## src/hdl/rldc_pkg.sv

```systemverilog
`default_nettype none

package rldc_pkg;

  // digit count of the run length counter, as set at the top level
  localparam int COUNT_DIGITS_DEF = 5;
  // the counter never uses more digits than this
  localparam int MAX_DIGITS = 9;
  // run requests waiting between front and back
  localparam int QUEUE_DEPTH = 4;

  localparam logic [7:0] ASCII_ZERO = 8'h30;

endpackage

`default_nettype wire

```

## src/hdl/rldc_if.sv

```systemverilog
`default_nettype none

// input channel: one string byte per request
interface rldc_in_if;
  logic       valid;
  logic       ready;
  logic [7:0] symbol;
  logic       end_of_string;

  modport source (output valid, output symbol, output end_of_string, input ready);
  modport sink (input valid, input symbol, input end_of_string, output ready);
endinterface

// result channel: one output byte per request
interface rldc_out_if;
  logic       valid;
  logic       ready;
  logic [7:0] out_byte;
  logic       out_last;

  modport source (output valid, output out_byte, output out_last, input ready);
  modport sink (input valid, input out_byte, input out_last, output ready);
endinterface

`default_nettype wire

```

## src/hdl/rldc_front.sv

```systemverilog
`default_nettype none

module rldc_front import rldc_pkg::*; #(
  parameter int DIGITS = COUNT_DIGITS_DEF,
  localparam int BCD_W = 4 * DIGITS,
  localparam int JOB_W = 1 + 8 + BCD_W
) (
  input  wire logic             clk,
  input  wire logic             rst_n,
  rldc_in_if.sink               in_req,
  output logic                  push,
  output logic [JOB_W-1:0]      push_data,
  input  wire logic             q_full
);

  localparam logic [BCD_W-1:0] BCD_MAX = {DIGITS{4'h9}};
  localparam logic [BCD_W-1:0] BCD_ONE = BCD_W'(1);

  logic             run_open_r, run_open_nxt;
  logic [7:0]       run_byte_r, run_byte_nxt;
  logic [BCD_W-1:0] run_len_r, run_len_nxt;
  logic             pend_v_r, pend_v_nxt;
  logic [JOB_W-1:0] pend_job_r, pend_job_nxt;

  logic             accept;
  logic             same;
  logic             close_new;
  logic [BCD_W-1:0] len_inc;
  logic [JOB_W-1:0] new_job;

  assign in_req.ready = !pend_v_r && !q_full;
  assign accept       = in_req.valid && in_req.ready;
  assign same         = run_open_r && (in_req.symbol == run_byte_r);

  // decimal increment, carry rippling through nines
  always_comb begin
    logic carry;
    logic [3:0] d;
    carry   = 1'b1;
    len_inc = run_len_r;
    for (int i = 0; i < DIGITS; i++) begin
      d = run_len_r[i*4 +: 4];
      if (carry) begin
        if (d == 4'h9) begin
          len_inc[i*4 +: 4] = 4'h0;
        end else begin
          len_inc[i*4 +: 4] = d + 4'h1;
          carry             = 1'b0;
        end
      end
    end
  end

  assign close_new = in_req.end_of_string || (BCD_ONE == BCD_MAX);
  assign new_job   = {in_req.end_of_string, in_req.symbol, BCD_ONE};

  always_comb begin
    run_open_nxt = run_open_r;
    run_byte_nxt = run_byte_r;
    run_len_nxt  = run_len_r;
    pend_v_nxt   = pend_v_r;
    pend_job_nxt = pend_job_r;
    push         = 1'b0;
    push_data    = pend_job_r;
    if (pend_v_r) begin
      if (!q_full) begin
        push       = 1'b1;
        pend_v_nxt = 1'b0;
      end
    end else if (accept) begin
      if (same) begin
        if ((len_inc == BCD_MAX) || in_req.end_of_string) begin
          push         = 1'b1;
          push_data    = {in_req.end_of_string, run_byte_r, len_inc};
          run_open_nxt = 1'b0;
          run_len_nxt  = '0;
        end else begin
          run_len_nxt = len_inc;
        end
      end else begin
        if (run_open_r) begin
          // old run goes first, a closing new run waits in the pending register
          push      = 1'b1;
          push_data = {1'b0, run_byte_r, run_len_r};
          if (close_new) begin
            pend_v_nxt   = 1'b1;
            pend_job_nxt = new_job;
          end
        end else if (close_new) begin
          push      = 1'b1;
          push_data = new_job;
        end
        run_byte_nxt = in_req.symbol;
        run_open_nxt = !close_new;
        run_len_nxt  = close_new ? '0 : BCD_ONE;
      end
    end
  end

  always_ff @(posedge clk) begin
    if (!rst_n) begin
      run_open_r <= 1'b0;
      run_byte_r <= '0;
      run_len_r  <= '0;
      pend_v_r   <= 1'b0;
    end else begin
      run_open_r <= run_open_nxt;
      run_byte_r <= run_byte_nxt;
      run_len_r  <= run_len_nxt;
      pend_v_r   <= pend_v_nxt;
    end
  end

  always_ff @(posedge clk) begin
    pend_job_r <= pend_job_nxt;
  end

endmodule

`default_nettype wire

```

## src/hdl/rldc_queue.sv

```systemverilog
`default_nettype none

module rldc_queue import rldc_pkg::*; #(
  parameter int WIDTH = 8,
  parameter int DEPTH = QUEUE_DEPTH,
  localparam int PTR_W = (DEPTH > 1) ? $clog2(DEPTH) : 1,
  localparam int CNT_W = $clog2(DEPTH + 1)
) (
  input  wire logic             clk,
  input  wire logic             rst_n,
  input  wire logic             push,
  input  wire logic [WIDTH-1:0] push_data,
  output logic                  full,
  input  wire logic             pop,
  output logic                  q_valid,
  output logic [WIDTH-1:0]      q_data
);

  logic [WIDTH-1:0] entry_r [DEPTH];
  logic [PTR_W-1:0] wr_ptr_r, rd_ptr_r;
  logic [CNT_W-1:0] count_r;
  logic             do_push, do_pop;

  assign full    = (count_r == CNT_W'(DEPTH));
  assign q_valid = (count_r != '0);
  assign q_data  = entry_r[rd_ptr_r];
  assign do_push = push && !full;
  assign do_pop  = pop && q_valid;

  always_ff @(posedge clk) begin
    if (!rst_n) begin
      wr_ptr_r <= '0;
      rd_ptr_r <= '0;
      count_r  <= '0;
    end else begin
      if (do_push) begin
        wr_ptr_r <= (wr_ptr_r == PTR_W'(DEPTH - 1)) ? '0 : wr_ptr_r + PTR_W'(1);
      end
      if (do_pop) begin
        rd_ptr_r <= (rd_ptr_r == PTR_W'(DEPTH - 1)) ? '0 : rd_ptr_r + PTR_W'(1);
      end
      if (do_push && !do_pop) begin
        count_r <= count_r + CNT_W'(1);
      end else if (do_pop && !do_push) begin
        count_r <= count_r - CNT_W'(1);
      end
    end
  end

  always_ff @(posedge clk) begin
    if (do_push) begin
      entry_r[wr_ptr_r] <= push_data;
    end
  end

endmodule

`default_nettype wire

```

## src/hdl/rldc_back.sv

```systemverilog
`default_nettype none

module rldc_back import rldc_pkg::*; #(
  parameter int DIGITS = COUNT_DIGITS_DEF,
  localparam int BCD_W = 4 * DIGITS,
  localparam int JOB_W = 1 + 8 + BCD_W,
  localparam int IDX_W = (DIGITS > 1) ? $clog2(DIGITS) : 1
) (
  input  wire logic             clk,
  input  wire logic             rst_n,
  input  wire logic             q_valid,
  input  wire logic [JOB_W-1:0] q_data,
  output logic                  pop,
  rldc_out_if.source            out_rsp
);

  typedef enum logic [1:0] {
    S_IDLE  = 2'b01,
    S_DIGIT = 2'b10
  } back_state_t;

  back_state_t      state_r, state_nxt;
  logic             out_valid_r, out_valid_nxt;
  logic [7:0]       out_byte_r, out_byte_nxt;
  logic             out_last_r, out_last_nxt;
  logic [BCD_W-1:0] bcd_r, bcd_nxt;
  logic [IDX_W-1:0] idx_r, idx_nxt;
  logic             last_r, last_nxt;

  logic             slot_free;
  logic             job_last;
  logic [7:0]       job_byte;
  logic [BCD_W-1:0] job_bcd;
  logic [IDX_W-1:0] job_top;
  logic [3:0]       digit;

  assign {job_last, job_byte, job_bcd} = q_data;
  assign slot_free = !out_valid_r || out_rsp.ready;
  assign digit     = bcd_r[idx_r*4 +: 4];

  // highest non-zero digit, units digit when all are zero
  always_comb begin
    job_top = '0;
    for (int i = 0; i < DIGITS; i++) begin
      if (job_bcd[i*4 +: 4] != 4'h0) begin
        job_top = IDX_W'(i);
      end
    end
  end

  always_comb begin
    state_nxt     = state_r;
    out_valid_nxt = out_valid_r;
    out_byte_nxt  = out_byte_r;
    out_last_nxt  = out_last_r;
    bcd_nxt       = bcd_r;
    idx_nxt       = idx_r;
    last_nxt      = last_r;
    pop           = 1'b0;
    unique case (state_r)
      S_IDLE: begin
        if (slot_free) begin
          out_valid_nxt = q_valid;
          if (q_valid) begin
            pop          = 1'b1;
            out_byte_nxt = job_byte;
            out_last_nxt = 1'b0;
            bcd_nxt      = job_bcd;
            idx_nxt      = job_top;
            last_nxt     = job_last;
            state_nxt    = S_DIGIT;
          end
        end
      end
      S_DIGIT: begin
        if (slot_free) begin
          out_valid_nxt = 1'b1;
          out_byte_nxt  = ASCII_ZERO + {4'h0, digit};
          out_last_nxt  = last_r && (idx_r == '0);
          if (idx_r == '0) begin
            state_nxt = S_IDLE;
          end else begin
            idx_nxt = idx_r - IDX_W'(1);
          end
        end
      end
      default: begin
        state_nxt = S_IDLE;
      end
    endcase
  end

  always_ff @(posedge clk) begin
    if (!rst_n) begin
      state_r     <= S_IDLE;
      out_valid_r <= 1'b0;
    end else begin
      state_r     <= state_nxt;
      out_valid_r <= out_valid_nxt;
    end
  end

  always_ff @(posedge clk) begin
    out_byte_r <= out_byte_nxt;
    out_last_r <= out_last_nxt;
    bcd_r      <= bcd_nxt;
    idx_r      <= idx_nxt;
    last_r     <= last_nxt;
  end

  assign out_rsp.valid    = out_valid_r;
  assign out_rsp.out_byte = out_byte_r;
  assign out_rsp.out_last = out_last_r;

endmodule

`default_nettype wire

```

## src/hdl/run_length_decimal_compressor_top.sv

```systemverilog
// run length compressor with decimal run counts
// in_req carries one string byte per request (symbol, end_of_string); out_rsp
// carries one output byte per request (out_byte, out_last). a run of equal
// bytes comes out as the byte followed by its length in ascii decimal, most
// significant digit first, no leading zeros. a run closes on a different
// byte, on end_of_string, or when the bcd counter reaches all nines
// the front takes one input request per cycle while in_req.ready is high and
// keeps the open run; each closed run becomes one request in a four-entry
// queue. a byte that both closes the old run and is flushed itself pushes
// two run requests, so in_req.ready stays low until the second is pushed
// the back sequencer emits one output byte per cycle while out_rsp.ready
// is high and the queue holds requests: the run byte, then its n digits.
// a closing request passes through the queue and then the output register
// in_req.ready falls while the queue is full; out_rsp holds its byte while
// out_rsp.ready is low, and the queue absorbs the front meanwhile
// synchronous reset clears the open run, the queue and the output register
`default_nettype none

module run_length_decimal_compressor_top import rldc_pkg::*; #(
  parameter int COUNT_DIGITS = COUNT_DIGITS_DEF
) (
  input  wire logic  clk,
  input  wire logic  rst_n,
  rldc_in_if.sink    in_req,
  rldc_out_if.source out_rsp
);

  // the counter is limited to nine digits
  localparam int DIGITS = (COUNT_DIGITS > MAX_DIGITS) ? MAX_DIGITS :
                          ((COUNT_DIGITS < 1) ? 1 : COUNT_DIGITS);
  localparam int JOB_W  = 1 + 8 + 4 * DIGITS;

  // run request: last flag, run byte, bcd length
  logic             push;
  logic [JOB_W-1:0] push_data;
  logic             q_full;
  logic             pop;
  logic             q_valid;
  logic [JOB_W-1:0] q_data;

  rldc_front #(.DIGITS(DIGITS)) u_front (
    .clk       (clk),
    .rst_n     (rst_n),
    .in_req    (in_req),
    .push      (push),
    .push_data (push_data),
    .q_full    (q_full)
  );

  rldc_queue #(.WIDTH(JOB_W), .DEPTH(QUEUE_DEPTH)) u_queue (
    .clk       (clk),
    .rst_n     (rst_n),
    .push      (push),
    .push_data (push_data),
    .full      (q_full),
    .pop       (pop),
    .q_valid   (q_valid),
    .q_data    (q_data)
  );

  rldc_back #(.DIGITS(DIGITS)) u_back (
    .clk     (clk),
    .rst_n   (rst_n),
    .q_valid (q_valid),
    .q_data  (q_data),
    .pop     (pop),
    .out_rsp (out_rsp)
  );

endmodule

`default_nettype wire

```

## src/flat_wrapper.sv

```systemverilog
// flat-port wrapper written by rule: the top's interface ports become plain ports
module run_length_decimal_compressor_top_flat import rldc_pkg::*;
#(
  parameter int COUNT_DIGITS = COUNT_DIGITS_DEF
)
  (clk, rst_n, in_req_valid, in_req_symbol, in_req_end_of_string, in_req_ready, out_rsp_valid, out_rsp_out_byte, out_rsp_out_last, out_rsp_ready);
  rldc_in_if in_req_i ();
  rldc_out_if out_rsp_i ();
  input  wire logic clk;
  input  wire logic rst_n;
  input wire logic [$bits(in_req_i.valid)-1:0] in_req_valid;
  input wire logic [$bits(in_req_i.symbol)-1:0] in_req_symbol;
  input wire logic [$bits(in_req_i.end_of_string)-1:0] in_req_end_of_string;
  output wire logic [$bits(in_req_i.ready)-1:0] in_req_ready;
  output wire logic [$bits(out_rsp_i.valid)-1:0] out_rsp_valid;
  output wire logic [$bits(out_rsp_i.out_byte)-1:0] out_rsp_out_byte;
  output wire logic [$bits(out_rsp_i.out_last)-1:0] out_rsp_out_last;
  input wire logic [$bits(out_rsp_i.ready)-1:0] out_rsp_ready;
  assign in_req_i.valid = in_req_valid;
  assign in_req_i.symbol = in_req_symbol;
  assign in_req_i.end_of_string = in_req_end_of_string;
  assign in_req_ready = in_req_i.ready;
  assign out_rsp_valid = out_rsp_i.valid;
  assign out_rsp_out_byte = out_rsp_i.out_byte;
  assign out_rsp_out_last = out_rsp_i.out_last;
  assign out_rsp_i.ready = out_rsp_ready;
  run_length_decimal_compressor_top #(.COUNT_DIGITS(COUNT_DIGITS)) u_core (.clk(clk), .rst_n(rst_n), .in_req(in_req_i), .out_rsp(out_rsp_i));
endmodule
```

## config.mk

```make
export PLATFORM = sky130hd
export DESIGN_NAME = run_length_decimal_compressor_top_flat
export DESIGN_NICKNAME = d
export VERILOG_FILES = /design/src/hdl/rldc_pkg.sv /design/src/hdl/rldc_if.sv /design/src/hdl/rldc_front.sv /design/src/hdl/rldc_queue.sv /design/src/hdl/rldc_back.sv /design/src/hdl/run_length_decimal_compressor_top.sv /design/src/flat_wrapper.sv
export SDC_FILE = /design/constraint.sdc
export NUM_CORES = 1
export LEC_CHECK = 0
export BUFFER_PORTS_ARGS = -buffer_cell sky130_fd_sc_hd__buf_2
export CAP_MARGIN = 10
export CORE_UTILIZATION = 35
export CTS_BUF_LIST = sky130_fd_sc_hd__clkbuf_8
export DETAILED_ROUTE_END_ITERATION = 7
export GPL_TIMING_DRIVEN = 0
export PLACE_DENSITY = 0.54
export SYNTH_ARGS = -nofsm -noshare
export SYNTH_HDL_FRONTEND = slang
export SYNTH_HIERARCHICAL = 1
export SYNTH_SLANG_ARGS = --single-unit
```

## constraint.sdc

```tcl
create_clock -name clk -period 3.64 [get_ports clk]
set_clock_uncertainty 0.05 [all_clocks]
set_input_delay 0.364 -clock clk [delete_from_list [all_inputs] [get_ports clk]]
set_output_delay 0.364 -clock clk [all_outputs]
set_load 0.01 [all_outputs]
```

==> metrics.log, run 1 <==
[metrics] worst setup slack after placement: -0.622 ns
[metrics] top achievable clock speed: 274 MHz
[metrics] maximum VDD drop: 246 uV
[metrics] Die X-Extent: 173 um
[metrics] row count: 62
[metrics] Critical Path Fanout Max: 7
[metrics] outcome: finished, violations left
[metrics] Int Pwr: 0.00529 W
[metrics] WL final: 25200 um
[metrics] count of state elements after synthesis: 220
[metrics] flip-flop cell with the highest count after synthesis: sky130_fd_sc_hd__edfxtp_1
[metrics] Pwr per Cell Area: 632 mW/mm^2
[metrics] Synth Net Count: 790
[metrics] critical path start-end classification: reg2reg
[metrics] clock buffers created by TritonCTS: 37
[metrics] count of nets after finishing: 870
[metrics] footprint of the multi-input gates: 0.00377 mm^2
[metrics] # fillers: 2753
[metrics] cell at the root of the clock tree: sky130_fd_sc_hd__clkbuf_8
[metrics] power share of the combinational group: 25.2%
[metrics] post-layout instance count excluding filler cells: 1260
[metrics] routability cong.: 0.898
[metrics] initial antenna violation count: 0
[metrics] layout cells sized above 1: 22.7%
[metrics] number of vias per cell: 5.39
[metrics] portion of the post-synthesis area used by sequential elements: 60.7%
[metrics] max-slew violation count: 0
[metrics] clock tree from TritonCTS: built
[metrics] Max clock buf depth: 3
[metrics] # Max-Cap Violations: 0
[metrics] post-place instance area: 0.0109 mm^2
[metrics] number of enable-type register cells in the synthesized netlist: 178
[metrics] core area: 0.0287 mm^2
[metrics] Critical Path Most Common Cell: sky130_fd_sc_hd__buf_6
[metrics] CTS clock-pin slew for the worst setup and hold paths: 0.06 ns
[metrics] number of global-route vias before repair: 6637
[metrics] detailed placer's ending HPWL: 16900 um
[metrics] maximum number of pins on one net before global-route repair: 30
[metrics] Avg Inst Size Synth: 13.3 um^2
[metrics] setup repair after global routing missed its margin: true
[metrics] DR vias: 6786
[metrics] clock group share of total power: 29.3%
[metrics] Final Cycle Share: 100%
[metrics] delay of the slowest cell on the worst path: 0.49 ns
[metrics] overall track demand over capacity in global routing: 17.0%
[metrics] Buffers on Ports: 23
[metrics] crit path cell chain: buf_6, and4bb_2, nand4_4, or4_4, a2111o_2, a21oi_4, a21o_1, nor2b_4, buf_6, ha_4, inv_2, fa_2, xor2_1, or3_1, a21boi_1
[metrics] Final Setup Violations: 1
[metrics] area of the mapped netlist: 0.0102 mm^2
[metrics] sequential share of power: 45.6%
[metrics] Req. time, crit path: 4.05 ns
[metrics] wire length of the first global-routing pass: 39200 um
[metrics] remaining antenna violation count after routing: 0
[metrics] overall overflow remaining after global route: 0
[metrics] vertical die dimension: 173 um
[metrics] CP bufs+invs: 3
[metrics] DR pass1 iterations: 5
[metrics] category of cells accounting for the largest share of critical-path delay: simple AND/OR/NAND/NOR gates
[metrics] placed insts: 1179
[metrics] post-route total power: 0.00749 W
[metrics] library cell contributing the largest single delay on the critical path: sky130_fd_sc_hd__a2111o_2
[metrics] number of unique standard cell types used by synthesis: 75
[metrics] die footprint: 0.0298 mm^2
[metrics] switching part of the total power: 29.4%
[metrics] diode insertion count for antenna repair: 0
[metrics] sort of element at the end of the critical path: flop
[metrics] proportion of synthesized flip-flops having asynchronous set or reset: 0%
[metrics] Yosys warnings: 6
[metrics] number of sinks on the clock net: 220
[metrics] clock latency on the worst-skew pair: 0.53 ns
[metrics] H-tree Lvls: 2
[metrics] arrival time at the worst endpoint: 4.05 ns
[metrics] total net switching power: 0.00220 W
[metrics] total leakage power: 3.87 nW
[metrics] violations in the final reports: setup timing
[metrics] total count of hold-check failures in the final report: 0
[metrics] total non-filler cell area in the finished layout: 0.0119 mm^2
[metrics] Worst Hold Class: in2reg
[metrics] number of violations reported at the end of detailed-routing iteration 0: 611
[metrics] Max transition margin: 31.2%
[metrics] total I/O pin count: 24
[metrics] post-layout min period: 3.64 ns
[metrics] count of unresolved DRC violations after routing: 0
[metrics] synth-to-layout area growth: 16.3%
[metrics] Worst Slack Setup Final: -0.00432 ns
[metrics] Tightest Pin Transition: 1.03 ns
[metrics] type of origin of the critical path: flop
[metrics] Storage cell area: 0.00619 mm^2
[metrics] instance count of the mapped netlist: 768
[metrics] WL per Instance: 20.0 um
[metrics] starting density of the core: 35.5%
-- per-layer routing --
layer  GRT usage, %  share of wire (%)  vias to the layer above
li1               -                  -                     3143
met1           24.6                 47                     3374
met2           26.2                 45                      227
met3           2.70                5.6                       42
met4           5.09                2.1                        0
met5              0                  0                        -
-- timing repair --
action,in CTS,in global routing
buffers inserted,11,4
hold buffers,0,0
gates resized for setup,17,14
setup endpoints to repair,119,126
pin swaps,9,10
-- cells in the mapped netlist (4+ instances only) --
cell type / number / area [um^2]
sky130_fd_sc_hd__a211o_1: 7 / 61.3
sky130_fd_sc_hd__a211oi_1: 4 / 30.0
sky130_fd_sc_hd__a21boi_0: 18 / 135
sky130_fd_sc_hd__a21oi_1: 20 / 100
sky130_fd_sc_hd__a22o_1: 4 / 35.0
sky130_fd_sc_hd__a22oi_1: 4 / 30.0
sky130_fd_sc_hd__a31oi_1: 7 / 43.8
sky130_fd_sc_hd__and2_1: 15 / 93.8
sky130_fd_sc_hd__buf_2: 9 / 45.0
sky130_fd_sc_hd__buf_6: 4 / 45.0
sky130_fd_sc_hd__clkbuf_1: 33 / 124
sky130_fd_sc_hd__dfxtp_1: 42 / 841
sky130_fd_sc_hd__edfxtp_1: 178 / 5350
sky130_fd_sc_hd__ha_1: 8 / 100
sky130_fd_sc_hd__inv_1: 19 / 71.3
sky130_fd_sc_hd__mux2_2: 11 / 124
sky130_fd_sc_hd__mux2i_1: 13 / 130
sky130_fd_sc_hd__mux4_2: 28 / 631
sky130_fd_sc_hd__nand2_1: 68 / 255
sky130_fd_sc_hd__nand2b_1: 8 / 50.1
sky130_fd_sc_hd__nand3_1: 13 / 65.1
sky130_fd_sc_hd__nand4_1: 9 / 56.3
sky130_fd_sc_hd__nor2_1: 27 / 101
sky130_fd_sc_hd__nor2b_1: 25 / 156
sky130_fd_sc_hd__nor3_1: 10 / 50.1
sky130_fd_sc_hd__nor4_1: 10 / 62.6
sky130_fd_sc_hd__o211ai_1: 17 / 128
sky130_fd_sc_hd__o21a_1: 6 / 45.0
sky130_fd_sc_hd__o21ai_0: 36 / 180
sky130_fd_sc_hd__o221a_2: 13 / 146
sky130_fd_sc_hd__o22a_1: 4 / 35.0
sky130_fd_sc_hd__o22ai_1: 4 / 25.0
sky130_fd_sc_hd__or3_1: 15 / 93.8
sky130_fd_sc_hd__xnor2_1: 14 / 123
-- cell type report --
| cell class | count | share of cell area, % |
|---|---|---|
| plain buffers | 50 | 2.43 |
| clock inverters | 29 | 1.78 |
| inverters | 20 | 0.633 |
| clock buffers | 38 | 4.41 |
| multi-input cells | 477 | 31.8 |
| repair buffers | 42 | 2.71 |
| well taps | 384 | 4.05 |
| flip-flops and latches | 220 | 52.2 |
-- flip-flops by register name, indices dropped and copies added, names as in the netlist, 2 cells and up, named ones only --
register,cells
u_core/u_back/idx_r,3
u_core/u_front/run_len_r,20
u_core/u_back/state_r,2
u_core/u_back/bcd_r,20
u_core/u_queue/count_r,3
u_core/u_back/out_rsp.out_byte,8
u_core/u_queue/entry_r,116
u_core/u_queue/rd_ptr_r,2
u_core/u_queue/wr_ptr_r,2
u_core/u_front/run_byte_r,8
u_core/u_front/pend_job_r,29
-- through the flow --
stage / hold WS (ns) / utilization [%] / setup TNS [ns]
after floorplan: 0.390 / - / 0
after global placement: 0.435 / 37.7 / -239.66
after detailed placement: 0.445 / 38.1 / -59.34
after CTS: 0.0230 / 41.1 / -9.42
after global routing: 0.0282 / 41.3 / -9.66
final: 0.0510 / 41.3 / -0.00432
-- worst paths after layout --
| check | cells after the start | to | startpoint | slack, ns |
|---|---|---|---|---|
| worst min-delay path | 2 | u_core/u_back/state_r[0] | rst_n | 0.05 |
| worst max-delay path | 15 | u_core/u_queue/count_r[2] | u_core/u_front/run_len_r[2] | -0.004 |
| worst min register to register | 2 | u_core/u_front/run_byte_r[7] | u_core/u_front/run_byte_r[7] | 0.45 |
| worst max register to register | 15 | u_core/u_queue/count_r[2] | u_core/u_front/run_len_r[2] | -0.004 |
-- power by group through the flow --
stage	clock network, W	logic (W)	registers (W)
after global routing	0.00236	0.00205	0.00345
after floorplan	0	0.00124	0.00346
after detailed placement	0	0.00186	0.00347
final	0.00219	0.00189	0.00341
after CTS	0.00226	0.00190	0.00342
after global placement	0	0.00178	0.00347
-- placed cells by master, fill, tap and decap left out, types with 13 or more instances in the layout --
cell / netlist / routed
sky130_fd_sc_hd__o21ai_0: 36 / 36
sky130_fd_sc_hd__o211ai_1: 17 / 17
sky130_fd_sc_hd__buf_4: 3 / 19
sky130_fd_sc_hd__a21oi_1: 20 / 19
sky130_fd_sc_hd__nand3_1: 13 / 13
sky130_fd_sc_hd__buf_2: 9 / 28
sky130_fd_sc_hd__o221a_2: 13 / 13
sky130_fd_sc_hd__clkbuf_1: 33 / 29
sky130_fd_sc_hd__or3_1: 15 / 15
sky130_fd_sc_hd__mux4_2: 28 / 28
sky130_fd_sc_hd__edfxtp_1: 178 / 178
sky130_fd_sc_hd__mux2i_1: 13 / 13
sky130_fd_sc_hd__xnor2_1: 14 / 14
sky130_fd_sc_hd__nor2_1: 27 / 25
sky130_fd_sc_hd__dfxtp_1: 42 / 38
sky130_fd_sc_hd__clkbuf_8: 0 / 38
sky130_fd_sc_hd__nand2_1: 68 / 68
sky130_fd_sc_hd__a21boi_0: 18 / 17
sky130_fd_sc_hd__inv_1: 19 / 28
sky130_fd_sc_hd__nor2b_1: 25 / 24
-- cells by family (layout without fill, tap and decap cells) --
logic type | Yosys count | count (layout) | share of synthesized area [%]
buffers and inverters | 71 | 179 | 3.29
AND/OR/NAND/NOR | 227 | 227 | 12.1
adder cells (fa/ha/maj) | 9 | 9 | 1.18
flip-flops | 220 | 220 | 60.7
multiplexers | 56 | 56 | 9.37
AO/OA/AOI/OAI | 169 | 169 | 12.0
XOR/XNOR | 16 | 16 | 1.37
Note: power is estimated with default switching activity, not from simulation.
==> run 2, diff against run 1 <==
- ABC_AREA: not set -> 1
- PLACE_DENSITY: 0.54 -> 0.51
==> run 2 against run 1 <==
The run now ends clean; via count rose by 29%; synthesized cell count rose by 61%; flip-flop and latch count did not move; die area rose by 9.8%.
==> metrics.log, run 2 <==
[metrics] top achievable clock speed: 297 MHz (+8.1%)
[metrics] sort of element at the end of the critical path: flop
[metrics] initial antenna violation count: 0 (unchanged)
[metrics] # Max-Cap Violations: 0 (unchanged)
[metrics] number of global-route vias before repair: 8481 (+28%)
[metrics] overall overflow remaining after global route: 0 (unchanged)
[metrics] share of the synthesized netlist area taken by xor and xnor gates: 0.313% (-1.1 points)
[metrics] synth-to-layout area growth: 15.0%
[metrics] flip-flop cell with the highest count after synthesis: sky130_fd_sc_hd__edfxtp_1
[metrics] portion of the post-synthesis area used by sequential elements: 55.2% (-5.5 points)
[metrics] most common cell after layout, fill and taps aside: sky130_fd_sc_hd__nand2_1
[metrics] DR vias: 8726 (+29%)
[metrics] Yosys warnings: 6 (unchanged)
[metrics] dominant cell type by area after synthesis: sky130_fd_sc_hd__edfxtp_1
[metrics] Worst Hold Class: in2reg
[metrics] Die X-Extent: 181 um (+4.8%)
[metrics] category of cells accounting for the largest share of critical-path delay: simple AND/OR/NAND/NOR gates
[metrics] vertical die dimension: 181 um (+4.8%)
[metrics] total I/O pin count: 24 (unchanged)
[metrics] Final Cycle Share: 92.6% (-7.5 points)
[metrics] Critical Path Most Common Cell: sky130_fd_sc_hd__nand2_1
[metrics] WL final: 30000 um (+19%)
[metrics] instance count of the mapped netlist: 1240 (+61%)
[metrics] proportion of synthesized flip-flops having asynchronous set or reset: 0% (unchanged)
[metrics] final core occ: 40.8% (-0.49 points)
[metrics] cell at the root of the clock tree: sky130_fd_sc_hd__clkbuf_8
[metrics] met1 routed wirelength after detailed routing: 13900 um (+17%)
[metrics] Worst Slack Setup Final: 0.268 ns (+0.273 ns)
[metrics] Synth Area in Simple Gates: 24.2% (+12 points)
[metrics] type of origin of the critical path: flop
[metrics] post-route total power: 0.00847 W (+13%)
[metrics] Pwr per Cell Area: 657 mW/mm^2 (+4.0%)
[metrics] setup repair after global routing missed its margin: false
[metrics] maximum VDD drop: 250 uV (+1.6%)
[metrics] Tightest Pin Transition: 0.944 ns (-0.0813 ns)
[metrics] CTS clock-pin slew for the worst setup and hold paths: 0.06 ns (about the same)
[metrics] clock tree from TritonCTS: built
[metrics] number of sinks on the clock net: 220 (unchanged)
[metrics] max-slew violation count: 0 (unchanged)
[metrics] critical path start-end classification: reg2reg
[metrics] reg2reg path depth: 26 (+11)
[metrics] DR pass1 iterations: 5 (unchanged)
[metrics] row count: 65 (+4.8%)
[metrics] portion of netlist area occupied by mux cells: 0% (-9.4 points)
[metrics] overall track demand over capacity in global routing: 18.6% (+1.7 points)
[metrics] routed length on met3: 1390 um (-1.8%)
[metrics] Synth Net Count: 1262 (+60%)
[metrics] leading cell types by total area after synthesis: sky130_fd_sc_hd__edfxtp_1 48%, sky130_fd_sc_hd__nand2_1 9.7%, sky130_fd_sc_hd__dfxtp_1 7.5%, sky130_fd_sc_hd__o21ai_0 5.0%, sky130_fd_sc_hd__nor2_1 4.9%
[metrics] worst setup slack after placement: -0.378 ns (+0.244 ns)
[metrics] Synth Area in Compound Gates: 12.0% (-0.034 points)
[metrics] arrival time at the worst endpoint: 3.77 ns (-0.28 ns)
[metrics] die footprint: 0.0328 mm^2 (+9.8%)
[metrics] count of nets after finishing: 1342 (+54%)
[metrics] total count of hold-check failures in the final report: 0 (unchanged)
[metrics] clock buffers created by TritonCTS: 41 (+11%)
[metrics] area of the mapped netlist: 0.0112 mm^2 (+9.9%)
[metrics] R2R setup slack: 0.27 ns (+0.27 ns)
[metrics] delay of the slowest cell on the worst path: 0.38 ns (-0.11 ns)
[metrics] Storage cell area: 0.00619 mm^2 (about the same)
[metrics] launch point of the worst reg-to-reg path: u_core/u_front/run_len_r[9]
[metrics] number of vias per cell: 4.97 (-7.6%)
[metrics] commonest cells after routing, fill and taps aside: 285 x sky130_fd_sc_hd__nand2_1, 178 x sky130_fd_sc_hd__edfxtp_1, 139 x sky130_fd_sc_hd__nor2_1
[metrics] clock latency on the worst-skew pair: 0.55 ns (+0.02 ns)
[metrics] WL per Instance: 17.1 um (-15%)
[metrics] # fillers: 3157 (+15%)
[metrics] layout cells sized above 1: 17.1% (-5.6 points)
[metrics] ranking of synthesized cells by instance count: 291 x sky130_fd_sc_hd__nand2_1, 178 x sky130_fd_sc_hd__edfxtp_1, 147 x sky130_fd_sc_hd__nor2_1, 113 x sky130_fd_sc_hd__inv_1, 112 x sky130_fd_sc_hd__o21ai_0
[metrics] number of violations reported at the end of detailed-routing iteration 0: 628 (+2.8%)
[metrics] remaining antenna violation count after routing: 0 (unchanged)
[metrics] starting density of the core: 35.5% (about the same)
[metrics] post-layout min period: 3.37 ns (-0.273 ns)
[metrics] maximum number of pins on one net before global-route repair: 27 (-10%)
[metrics] CP bufs+invs: 8 (+5)
[metrics] worst reg2reg endpoint: u_core/u_queue/count_r[2]
[metrics] number of flip-flops under the largest register name: 116 (unchanged)
[metrics] CTS Hold Buffers Added: 0 (unchanged)
[metrics] count of unresolved DRC violations after routing: 0 (unchanged)
[metrics] hold path start: in_req_symbol[4]
[metrics] routability cong.: 0.870 (-3.1%)
[metrics] Critical Path Fanout Max: 8 (+1)
[metrics] most instantiated library cell after synthesis: sky130_fd_sc_hd__nand2_1
[metrics] Max clock buf depth: 3 (unchanged)
[metrics] end of the worst hold path: u_core/u_front/run_byte_r[4]
[metrics] number of enable-type register cells in the synthesized netlist: 178 (unchanged)
[metrics] Synth Area in Adders: 1.07% (-0.11 points)
[metrics] wire length of the first global-routing pass: 47600 um (+21%)
[metrics] met2 wirelength from detailed routing: 14000 um (+23%)
[metrics] number of unique standard cell types used by synthesis: 42 (-44%)
[metrics] detailed placer's ending HPWL: 21300 um (+26%)
[metrics] footprint of the multi-input gates: 0.00433 mm^2 (+15%)
[metrics] outcome: finished, final reports clean
[metrics] H-tree Lvls: 2 (unchanged)
[metrics] leading registers by flop count: u_core/u_queue/entry_r: 116 flops, u_core/u_front/pend_job_r: 29 flops
[metrics] main combinational cell family by area after synthesis: simple AND/OR/NAND/NOR gates
[metrics] library cell contributing the largest single delay on the critical path: sky130_fd_sc_hd__fa_1
[metrics] core area: 0.0316 mm^2 (+9.9%)
[metrics] Max transition margin: 36.6% (+5.4 points)
[metrics] Avg Inst Size Synth: 9.04 um^2 (-32%)
[metrics] top layer used by detailed routing: met4
[metrics] Req. time, crit path: 4.04 ns (about the same)
[metrics] top register by number of flip-flops: u_core/u_queue/entry_r
[metrics] Final Setup Violations: 0 (-1)
[metrics] total leakage power: 4.97 nW (+28%)
[metrics] share of the synthesized area in the top cell type: 47.7% (-4.7 points)
[metrics] count of state elements after synthesis: 220 (unchanged)
[metrics] diode insertion count for antenna repair: 0 (unchanged)
[metrics] Buffers on Ports: 23 (unchanged)
[metrics] Worst Hold Path Cells: 3 (+1)
[run 2: cell count changes after synthesis, sizes merged, moves of 29 or more]
| cell | previous run | this run |
|---|---|---|
| nand2 | 68 | 301 |
| nor2 | 27 | 189 |
| inv | 20 | 128 |
| o21ai | 37 | 118 |
| nand3 | 13 | 74 |
| a21oi | 21 | 69 |
| mux4 | 29 | 0 |
[run 2: worst max path at each step]
| stage | start | endpoint | slack (ns) | cells after the start |
|---|---|---|---|---|
| finish | u_core/u_front/run_len_r[9] | u_core/u_queue/count_r[2] | 0.27 | 26 |
| global route | u_core/u_front/run_len_r[1] | u_core/u_queue/count_r[2] | 0.03 | 23 |
| CTS | u_core/u_front/run_len_r[4] | u_core/u_queue/count_r[2] | 0.03 | 25 |
| detailed placement | u_core/u_front/run_len_r[3] | u_core/u_queue/count_r[2] | -0.38 | 23 |
| floorplan | u_core/u_front/run_len_r[9] | u_core/u_queue/entry_r[0][0] | -0.11 | 16 |
| global placement | u_core/u_queue/count_r[1] | u_core/u_queue/entry_r[0][20] | -1.74 | 11 |
[run 2: timing repair]
action	CTS	global route
pin swaps	1	4
endpoints found under the hold margin	0	0
endpoints found under the setup margin	42	2
buffers inserted	0	8
gates resized for setup	7	19
[run 2: worst reg2reg max path, delay by kind of cell, from the launching register on]
family	cells	cell delay [ns]
DFF	1	0.29
AOI/OAI and AO/OA	1	0.20
and+or+nand+nor	15	1.41
buffers and inverters	8	0.81
adders and majority gates	2	0.55
[run 2: cells by family (layout without fill, tap and decap cells)]
group,count (synthesis),after routing
fa+ha+maj,9,9
buf+inv,186,298
compound gates,230,230
xor+xnor,4,4
simple gates,591,591
flops,220,220
[run 2: layer usage]
metal | track usage (%) | vias up
met4 | 6.68 | 0
li1 | - | 4320
met1 | 25.1 | 4099
met2 | 30.4 | 248
met5 | 0 | -
met3 | 2.88 | 59
[run 2: stage by stage]
stage / hold slack [ns] / instance area, um^2 / cells / setup TNS [ns]
6_report: 0.0644 / 12900 / 1754 / 0
5_1_grt: 0.0712 / 12900 / 1754 / 0
4_1_cts: 0.0423 / 12800 / 1746 / 0
3_5_place_dp: 0.422 / 12000 / 1671 / -1.65
3_3_place_gp: 0.420 / 11800 / 1665 / -224.64
2_1_floorplan: 0.399 / 11200 / 1240 / -12.66
[run 2: report_power, final]
| group | switching [W] | internal (W) |
|---|---|---|
| combinational | 0.00184 | 0.000882 |
| clock | 0.00106 | 0.00115 |
| sequential | 0.000172 | 0.00335 |
| total | 0.00308 | 0.00539 |
[run 2: cell type report]
class | instances | share of cell area (%)
Buffer | 57 | 2.59
Sequential cell | 220 | 48.0
Clock buffer | 42 | 4.48
Multi-Input combinational cell | 834 | 33.6
Tap cell | 402 | 3.90
Clock inverter | 33 | 1.34
Timing Repair Buffer | 37 | 2.31
Inverter | 129 | 3.76
==> run 3, diff against run 2 <==
- SETUP_SLACK_MARGIN: not set -> 0.5
==> run 3 against run 2 <==
Final area rose by 1.4%; first-iteration DRC count rose by 3.2%; via count rose by 0.40%; final cell count rose by 0.51%; wire length rose by 2.4%; hold slack improved by 0.016 ns; clock-buffer cell count did not move; sequential power barely moved; critical path type unchanged; highest routed layer unchanged.
==> metrics.log, run 3 (synthesized netlist as in run 2, its figures left out) <==
[metrics] Die X-Extent: 181 um (unchanged)
[metrics] top achievable clock speed: 325 MHz (+9.4%)
[metrics] Critical Path Fanout Max: 8 (unchanged)
[metrics] Req. time, crit path: 4.02 ns (-0.02 ns)
[metrics] H-tree Lvls: 2 (unchanged)
[metrics] Final Hold Slack: 0.0804 ns (+0.0159 ns)
[metrics] number of flip-flops under the largest register name: 116 (unchanged)
[metrics] type of origin of the critical path: flop
[metrics] WL per Instance: 17.4 um (+1.9%)
[metrics] count of nets after finishing: 1352 (+0.75%)
[metrics] clock latency on the worst-skew pair: 0.55 ns (about the same)
[metrics] sort of element at the end of the critical path: flop
[metrics] clock buffers created by TritonCTS: 41 (unchanged)
[metrics] number of violations reported at the end of detailed-routing iteration 0: 648 (+3.2%)
[metrics] arrival time at the worst endpoint: 3.47 ns (-0.30 ns)
[metrics] Final Setup Violations: 0 (unchanged)
[metrics] layout cells sized above 1: 20.0% (+2.9 points)
[metrics] detailed placer's ending HPWL: 21300 um (-0.31%)
[metrics] top register by number of flip-flops: u_core/u_queue/entry_r
[metrics] cell at the root of the clock tree: sky130_fd_sc_hd__clkbuf_8
[metrics] Pwr per Cell Area: 661 mW/mm^2 (+0.59%)
[metrics] critical path start-end classification: reg2reg
[metrics] Buffers on Ports: 23 (unchanged)
[metrics] routed length on met3: 1360 um (-2.1%)
[metrics] row count: 65 (unchanged)
[metrics] overall overflow remaining after global route: 0 (unchanged)
[metrics] commonest cells after routing, fill and taps aside: 275 x sky130_fd_sc_hd__nand2_1, 178 x sky130_fd_sc_hd__edfxtp_1, 137 x sky130_fd_sc_hd__nor2_1
[metrics] # Max-Cap Violations: 0 (unchanged)
[metrics] starting density of the core: 35.5% (unchanged)
[metrics] CTS clock-pin slew for the worst setup and hold paths: 0.06 ns (about the same)
[metrics] setup repair after global routing missed its margin: true
[metrics] number of sinks on the clock net: 220 (unchanged)
[metrics] WL final: 30800 um (+2.4%)
[metrics] vertical die dimension: 181 um (unchanged)
[metrics] total I/O pin count: 24 (unchanged)
[metrics] placed insts: 1671 (unchanged)
[metrics] met2 wirelength from detailed routing: 14400 um (+3.0%)
[metrics] initial antenna violation count: 0 (unchanged)
[metrics] delay of the slowest cell on the worst path: 0.38 ns (about the same)
[metrics] CP bufs+invs: 8 (unchanged)
[metrics] most common cell after layout, fill and taps aside: sky130_fd_sc_hd__nand2_1
[metrics] Final Cycle Share: 84.7% (-8.0 points)
[metrics] CTS Hold Buffers Added: 0 (unchanged)
[metrics] overall track demand over capacity in global routing: 18.9% (+0.29 points)
[metrics] Worst Hold Class: in2reg
[metrics] # fillers: 3142 (-0.48%)
[metrics] top layer used by detailed routing: met4
[metrics] outcome: finished, final reports clean
[metrics] DR pass1 iterations: 7 (+2)
[metrics] post-layout instance count excluding filler cells: 1763 (+0.51%)
[metrics] clock tree from TritonCTS: built
[metrics] Max clock buf depth: 3 (unchanged)
[metrics] number of vias per cell: 4.97 (-0.11%)
[metrics] post-route total power: 0.00863 W (+2.0%)
[metrics] number of global-route vias before repair: 8607 (+1.5%)
[metrics] die footprint: 0.0328 mm^2 (unchanged)
[metrics] max-slew violation count: 0 (unchanged)
[metrics] total leakage power: 5.03 nW (+1.2%)
[metrics] Critical Path Most Common Cell: sky130_fd_sc_hd__nand2_1
[metrics] count of unresolved DRC violations after routing: 0 (unchanged)
[metrics] diode insertion count for antenna repair: 0 (unchanged)
[metrics] Max transition margin: 46.6% (+10 points)
[metrics] total count of hold-check failures in the final report: 0 (unchanged)
[metrics] Tightest Pin Transition: 0.800 ns (-0.144 ns)
[metrics] remaining antenna violation count after routing: 0 (unchanged)
[metrics] synth-to-layout area growth: 16.6%
[metrics] wire length of the first global-routing pass: 48000 um (+0.94%)
[metrics] library cell contributing the largest single delay on the critical path: sky130_fd_sc_hd__fa_1
[metrics] post-layout min period: 3.08 ns (-0.290 ns)
[metrics] category of cells accounting for the largest share of critical-path delay: simple AND/OR/NAND/NOR gates
[metrics] routability cong.: 0.861 (-1.0%)
[metrics] maximum VDD drop: 281 uV (+13%)
[metrics] leading registers by flop count: u_core/u_queue/entry_r: 116 flops, u_core/u_front/pend_job_r: 29 flops
[metrics] core area: 0.0316 mm^2 (unchanged)
[metrics] final core occ: 41.4% (+0.56 points)
[metrics] met1 routed wirelength after detailed routing: 14100 um (+1.9%)
[metrics] DR vias: 8761 (+0.40%)
[metrics] maximum number of pins on one net before global-route repair: 30 (+11%)
[run 3: path summary, 6_finish.rpt]
kind	endpoint	slack [ns]	cells after the start	startpoint
worst max register to register	u_core/u_queue/count_r[2]	0.56	26	u_core/u_front/run_len_r[9]
worst min register to register	u_core/u_front/pend_v_r	0.43	2	u_core/u_front/pend_v_r
worst max-delay path	u_core/u_queue/count_r[2]	0.56	26	u_core/u_front/run_len_r[9]
worst min-delay path	u_core/u_front/run_byte_r[4]	0.08	3	in_req_symbol[4]
[run 3: power breakdown]
part / switching (W) / internal [W]
sequential: 0.000174 / 0.00335
clock: 0.00109 / 0.00123
combinational: 0.00187 / 0.000909
total: 0.00314 / 0.00549
[run 3: per-layer routing]
metal	track usage (%)	vias to the layer above
li1	-	4346
met4	6.71	0
met2	31.4	216
met1	25.2	4144
met5	0	-
met3	2.68	55
[run 3: layout make-up]
cell class	count	area (um^2)	area share (%)
Sequential cell	220	6200	47.4
Multi-Input combinational cell	834	4380	33.5
Clock buffer	42	578	4.42
Tap cell	402	503	3.85
Inverter	129	489	3.74
Timing Repair Buffer	47	378	2.89
Buffer	57	340	2.60
Clock inverter	32	201	1.54
[run 3: what timing repair did]
action                                  4_1_cts  5_1_grt
hold endpoints to repair                      0        0
resized for setup                            37       24
endpoints found under the setup margin      127      109
setup buffers                                 9        9
pin swaps                                     8       13
[run 3: stage by stage]
step / cell area, um^2 / setup slack, ns / TNS, ns
floorplan: 11200 / 0.316 / 0
global placement: 11800 / -0.952 / -107.56
detailed placement: 12000 / -0.389 / -4.10
CTS: 12900 / 0.498 / 0
global route: 13100 / 0.364 / 0
finish: 13100 / 0.558 / 0
[run 3: worst reg2reg max path, stage by stage (launching register included)]
cell and delay (ns):
sky130_fd_sc_hd__dfxtp_1 0.29, sky130_fd_sc_hd__clkbuf_4 0.16, sky130_fd_sc_hd__inv_2 0.07, sky130_fd_sc_hd__nand2_2 0.07, sky130_fd_sc_hd__nor2_4 0.19, sky130_fd_sc_hd__buf_12 0.14
sky130_fd_sc_hd__nand3_4 0.09, sky130_fd_sc_hd__nand2_1 0.07, sky130_fd_sc_hd__nand2_1 0.08, sky130_fd_sc_hd__inv_2 0.09, sky130_fd_sc_hd__nand2_2 0.07, sky130_fd_sc_hd__nor2_4 0.12
sky130_fd_sc_hd__nand3_4 0.10, sky130_fd_sc_hd__nand3_4 0.08, sky130_fd_sc_hd__nand2_4 0.08, sky130_fd_sc_hd__o22ai_4 0.15, sky130_fd_sc_hd__nand2_4 0.09, sky130_fd_sc_hd__inv_4 0.06
sky130_fd_sc_hd__ha_2 0.17, sky130_fd_sc_hd__inv_1 0.06, sky130_fd_sc_hd__fa_1 0.38, sky130_fd_sc_hd__inv_1 0.06, sky130_fd_sc_hd__nand2_1 0.06, sky130_fd_sc_hd__nand3_1 0.08
sky130_fd_sc_hd__nand2_1 0.05, sky130_fd_sc_hd__inv_1 0.04, sky130_fd_sc_hd__nor2_1 0.04
